**config.mk**
```make
export PLATFORM = sky130hd
export DESIGN_NAME = opi_rank_core
export DESIGN_NICKNAME = d
export VERILOG_FILES = /design/src/design/opi_pkg.sv /design/src/design/opi_rank_core.sv
export SDC_FILE = /design/constraint.sdc
export NUM_CORES = 2
export LEC_CHECK = 0
export BUFFER_PORTS_ARGS = -buffer_cell sky130_fd_sc_hd__buf_2
export CAP_MARGIN = 10
export CORE_MARGIN = 8
export CORE_UTILIZATION = 45
export DETAILED_ROUTE_END_ITERATION = 8
export PLACE_DENSITY = 0.72
export SLEW_MARGIN = 20
export SYNTH_ARGS = -nofsm -noshare
export SYNTH_HDL_FRONTEND = slang
export SYNTH_SLANG_ARGS = --single-unit
```
**constraint.sdc**
```tcl
create_clock -name vclk -period 33.3
set_input_delay 6.66 -clock vclk [all_inputs]
set_output_delay 6.66 -clock vclk [all_outputs]
set_load 0.02 [all_outputs]
```
**src/design/opi_pkg.sv**
```systemverilog
`timescale 1ns / 1ps
// opi_pkg: shared widths, types, register indexes and the factorial table
// for the ordinal pattern index block; depends on nothing
package opi_pkg;

    localparam int SAMPLE_WIDTH = 32;
    localparam int MAX_ORDER    = 8;
    localparam int MAX_SPACING  = 16;
    localparam int WINDOW_DEPTH = (MAX_ORDER - 1) * MAX_SPACING + 1;
    localparam int FILL_WIDTH   = $clog2(WINDOW_DEPTH + 1);
    localparam int ORD_WIDTH    = $clog2(MAX_ORDER);
    localparam int SP_WIDTH     = $clog2(MAX_SPACING);
    localparam int INDEX_WIDTH  = 16;
    localparam int FACT_WIDTH   = 13;
    localparam int CFG_IDX_WIDTH  = 8;
    localparam int CFG_DATA_WIDTH = 5;

    typedef logic signed [SAMPLE_WIDTH-1:0] sample_t;
    typedef logic [FILL_WIDTH-1:0]          fill_t;
    typedef logic [ORD_WIDTH-1:0]           kmax_t;
    typedef logic [SP_WIDTH-1:0]            spm1_t;
    typedef logic [INDEX_WIDTH-1:0]         index_t;
    typedef logic [FACT_WIDTH-1:0]          fact_t;
    typedef logic [CFG_IDX_WIDTH-1:0]       cfg_index_t;
    typedef logic [CFG_DATA_WIDTH-1:0]      cfg_data_t;

    // register indexes of the configuration port
    localparam cfg_index_t REG_PATTERN_ORDER = 8'd0;
    localparam cfg_index_t REG_SPACING       = 8'd1;

    // reset values, stored as order - 1 and spacing - 1
    localparam kmax_t KMAX_RESET = 3'd6;
    localparam spm1_t SPM1_RESET = 4'd0;

    // n! for n = 0 .. MAX_ORDER-1
    localparam fact_t FACT [MAX_ORDER] = '{
        13'd1, 13'd1, 13'd2, 13'd6, 13'd24, 13'd120, 13'd720, 13'd5040
    };

endpackage

```
**src/design/opi_rank_core.sv**
```systemverilog
`timescale 1ns / 1ps
// opi_rank_core: pairwise comparator network giving the factorial-base
// pattern index of up to eight taps; depends on opi_pkg
module opi_rank_core (
    input  opi_pkg::sample_t    taps [opi_pkg::MAX_ORDER],
    input  opi_pkg::kmax_t      k_max,
    output opi_pkg::index_t     pattern_index
);

    opi_pkg::kmax_t  rank_c  [opi_pkg::MAX_ORDER];
    opi_pkg::kmax_t  ahead_c [opi_pkg::MAX_ORDER];
    opi_pkg::index_t term_c  [opi_pkg::MAX_ORDER];
    opi_pkg::index_t sum_c;

    // tap k is window element k_max - k; older elements have larger k.
    // rank: older elements not below this one; ahead: elements picked
    // before this one (smaller, or equal and newer)
    always_comb
    begin
        sum_c = '0;
        for (int k = 0; k < opi_pkg::MAX_ORDER; k++)
        begin
            rank_c[k]  = '0;
            ahead_c[k] = '0;
            for (int m = 0; m < opi_pkg::MAX_ORDER; m++)
            begin
                if (m != k && opi_pkg::ORD_WIDTH'(m) <= k_max)
                begin
                    if (m > k && !(taps[m] < taps[k]))
                    begin
                        rank_c[k] = rank_c[k] + 1'b1;
                    end
                    if ((taps[m] < taps[k]) || (taps[m] == taps[k] && m < k))
                    begin
                        ahead_c[k] = ahead_c[k] + 1'b1;
                    end
                end
            end
            term_c[k] = opi_pkg::INDEX_WIDTH'(rank_c[k])
                      * opi_pkg::INDEX_WIDTH'(opi_pkg::FACT[k_max - ahead_c[k]]);
            if (opi_pkg::ORD_WIDTH'(k) <= k_max)
            begin
                sum_c = sum_c + term_c[k];
            end
        end
        pattern_index = sum_c;
    end

endmodule

```
==> results.json <==
{
  "initial_utilization_pct": 45.2,
  "stdcell_count": 5422,
  "drive_gt1_share_pct": 9.09,
  "cts_hold_buf": 0,
  "synth_cells": 4182,
  "syn_area_per_cell_um2": 8.00,
  "period_share_pct": 96.3,
  "antenna_found_initial": 15,
  "ys.warnings.count": 0,
  "cpMostUsedCell": "ha_1",
  "final-hold-violation-count": 0,
  "holdWs_ns": 13.98,
  "grt_pass1_wl_um": 195000,
  "wl_um": 132000,
  "hold_path_class": "in2out",
  "critPathLaunchType": "input pin",
  "rsz0062_at_grt": "no",
  "coreArea_mm2": 0.0741,
  "critPathSlowestCell": "or4_1",
  "final_max_slew_viol_count": 0,
  "grt_max_degree": 29,
  "endpoint_kind": "output port",
  "cap_violations": 0,
  "cpPeakStageDelay_ns": 0.62,
  "post_drt_wl_per_cell_um": 24.3,
  "drtAntennaViolNets": 0,
  "status": "completed",
  "n_fill_cell": 7349,
  "critical_path_class": "in2out",
  "final_cell_mix": "ha_1 (1117), inv_1 (426), a21oi_1 (291), nand2_1 (281), buf_2 (275)",
  "dp.cells": 5402,
  "ys_seq_area_share_pct": 0,
  "gp_congestion": 1.07,
  "fin_crit_ns": 32.07,
  "cp_data_required_time_ns": 26.64,
  "multiInputGateArea_mm2": 0.0317,
  "gr-total-overflow": 0,
  "ys_types": 93,
  "via_per_inst": 6.27,
  "worstSetupEndpoint": "pattern_index[15]",
  "io_buffer_count": 275,
  "die_x_um": 289,
  "placed_cell_area_mm2": 0.0360,
  "grt_pass1_vias": 32345,
  "drcViolationCount": 0,
  "worstPathMaxFanout": 13,
  "tightest_slew_ns": 1.16,
  "dieArea_mm2": 0.0833,
  "setup_violations": 0,
  "syn2layout_area_growth_pct": 8.07,
  "place_hpwl_um": 112000,
  "maxSlewHeadroom_pct": 22.1,
  "drtIter0Drc": 2630,
  "critPathLaunch": "taps[191]",
  "synth_area_mm2": 0.0335,
  "final_nets": 5916,
  "postLayoutCellArea_mm2": 0.0361,
  "seq_cells": 0,
  "fp.dieH_um": 289,
  "nClkBuffers": 0,
  "firstDrtPassIters": 6,
  "track_usage_pct": 30.4,
  "num_io_pins": 275,
  "arrival_ns": 25.41,
  "vias": 33976,
  "rows": 100,
  "mostFrequentLayoutCell": "ha_1",
  "seq_area_um2": 0,
  "fin_setup_tns_ns": 0,
  "synth_nets": 5661,
  "fmax_mhz": 31.2
}
==> worst min-delay path by stage <==
stage / cells after the start / endpoint / slack [ns] / start
after floorplan: 3 / pattern_index[12] / 13.67 / k_max[1]
after global placement: 4 / pattern_index[12] / 13.99 / k_max[1]
after detailed placement: 4 / pattern_index[12] / 13.98 / k_max[1]
after CTS: 4 / pattern_index[12] / 13.98 / k_max[1]
after global routing: 4 / pattern_index[12] / 14.00 / k_max[1]
final: 4 / pattern_index[12] / 13.98 / k_max[1]
==> layer usage <==
metal	share of wire (%)	vias to the layer above	GRT usage [%]
met4	8.6	2	21.5
met2	42	1598	47.5
met1	40	15877	37.8
met5	0.0098	-	0
met3	8.9	458	5.07
li1	-	16041	-
==> logic make-up (layout without fill, tap and decap cells) <==
logic type               count (synthesis)  count (layout)  share of synthesized area, %
multiplexers                            73              73                          2.41
AND/OR/NAND/NOR                       1160            1160                          17.7
adder cells (fa/ha/maj)               1220            1220                          47.9
other                                    0              18                             0
XOR/XNOR                               181             181                          5.59
AO/OA/AOI/OAI                         1071            1071                          21.0
buffers and inverters                  477             730                          5.37
==> layout make-up <==
type | count | area share [%]
well taps | 969 | 3.35
multi-input cells | 3705 | 87.7
diodes | 18 | 0.125
repair buffers | 300 | 4.33
inverters | 430 | 4.46
==> Yosys cell counts (9+ instances only) <==
library cell,n,share of area [%]
and4_1,13,0.34
o211a_1,9,0.27
nor3_1,78,1.2
nand3_1,116,1.7
nand2_1,281,3.2
and2_1,36,0.67
o21bai_1,15,0.34
xor2_1,72,1.9
nor3b_1,13,0.29
or2_2,17,0.32
nor2b_1,64,1.2
nor4_1,26,0.49
inv_1,426,4.8
and3_1,42,0.79
a2111oi_0,9,0.24
a221oi_1,10,0.26
clkbuf_1,35,0.39
fa_1,103,6.2
a31oi_1,30,0.56
mux2i_1,23,0.69
mux2_2,49,1.6
o211ai_1,32,0.72
nor2_1,204,2.3
xnor3_1,13,0.88
xnor2_1,87,2.3
or3_1,28,0.52
a21boi_0,11,0.25
o31ai_1,16,0.36
a21oi_1,292,4.4
o21ai_0,182,2.7
o21a_1,57,1.3
a21o_1,268,6.0
a211oi_1,33,0.74
ha_1,1117,42
nand2b_1,51,0.95
nand4_1,160,3.0
a211o_1,10,0.26
==> worst max-delay path: cells and delay by family <==
kind	cells	cell delay [ns]
mux	6	1.48
compound gates	16	3.03
buf+inv	8	0.70
fa+ha+maj	23	7.80
xor+xnor	8	1.83
simple gates	21	3.89
==> metrics by stage <==
step	worst slack, ns	util, %
after floorplan	3.11	-
after detailed placement	0.764	48.7
after global routing	0.0280	48.8
after CTS	0.757	48.7
final	1.23	48.8
after global placement	1.29	48.7
==> repair_timing <==
item / 4_1_cts / 5_1_grt
resized for setup: 0 / 7
buffers inserted: 0 / 2
endpoints found under the setup margin: 0 / 5
hold endpoints to repair: 0 / 0
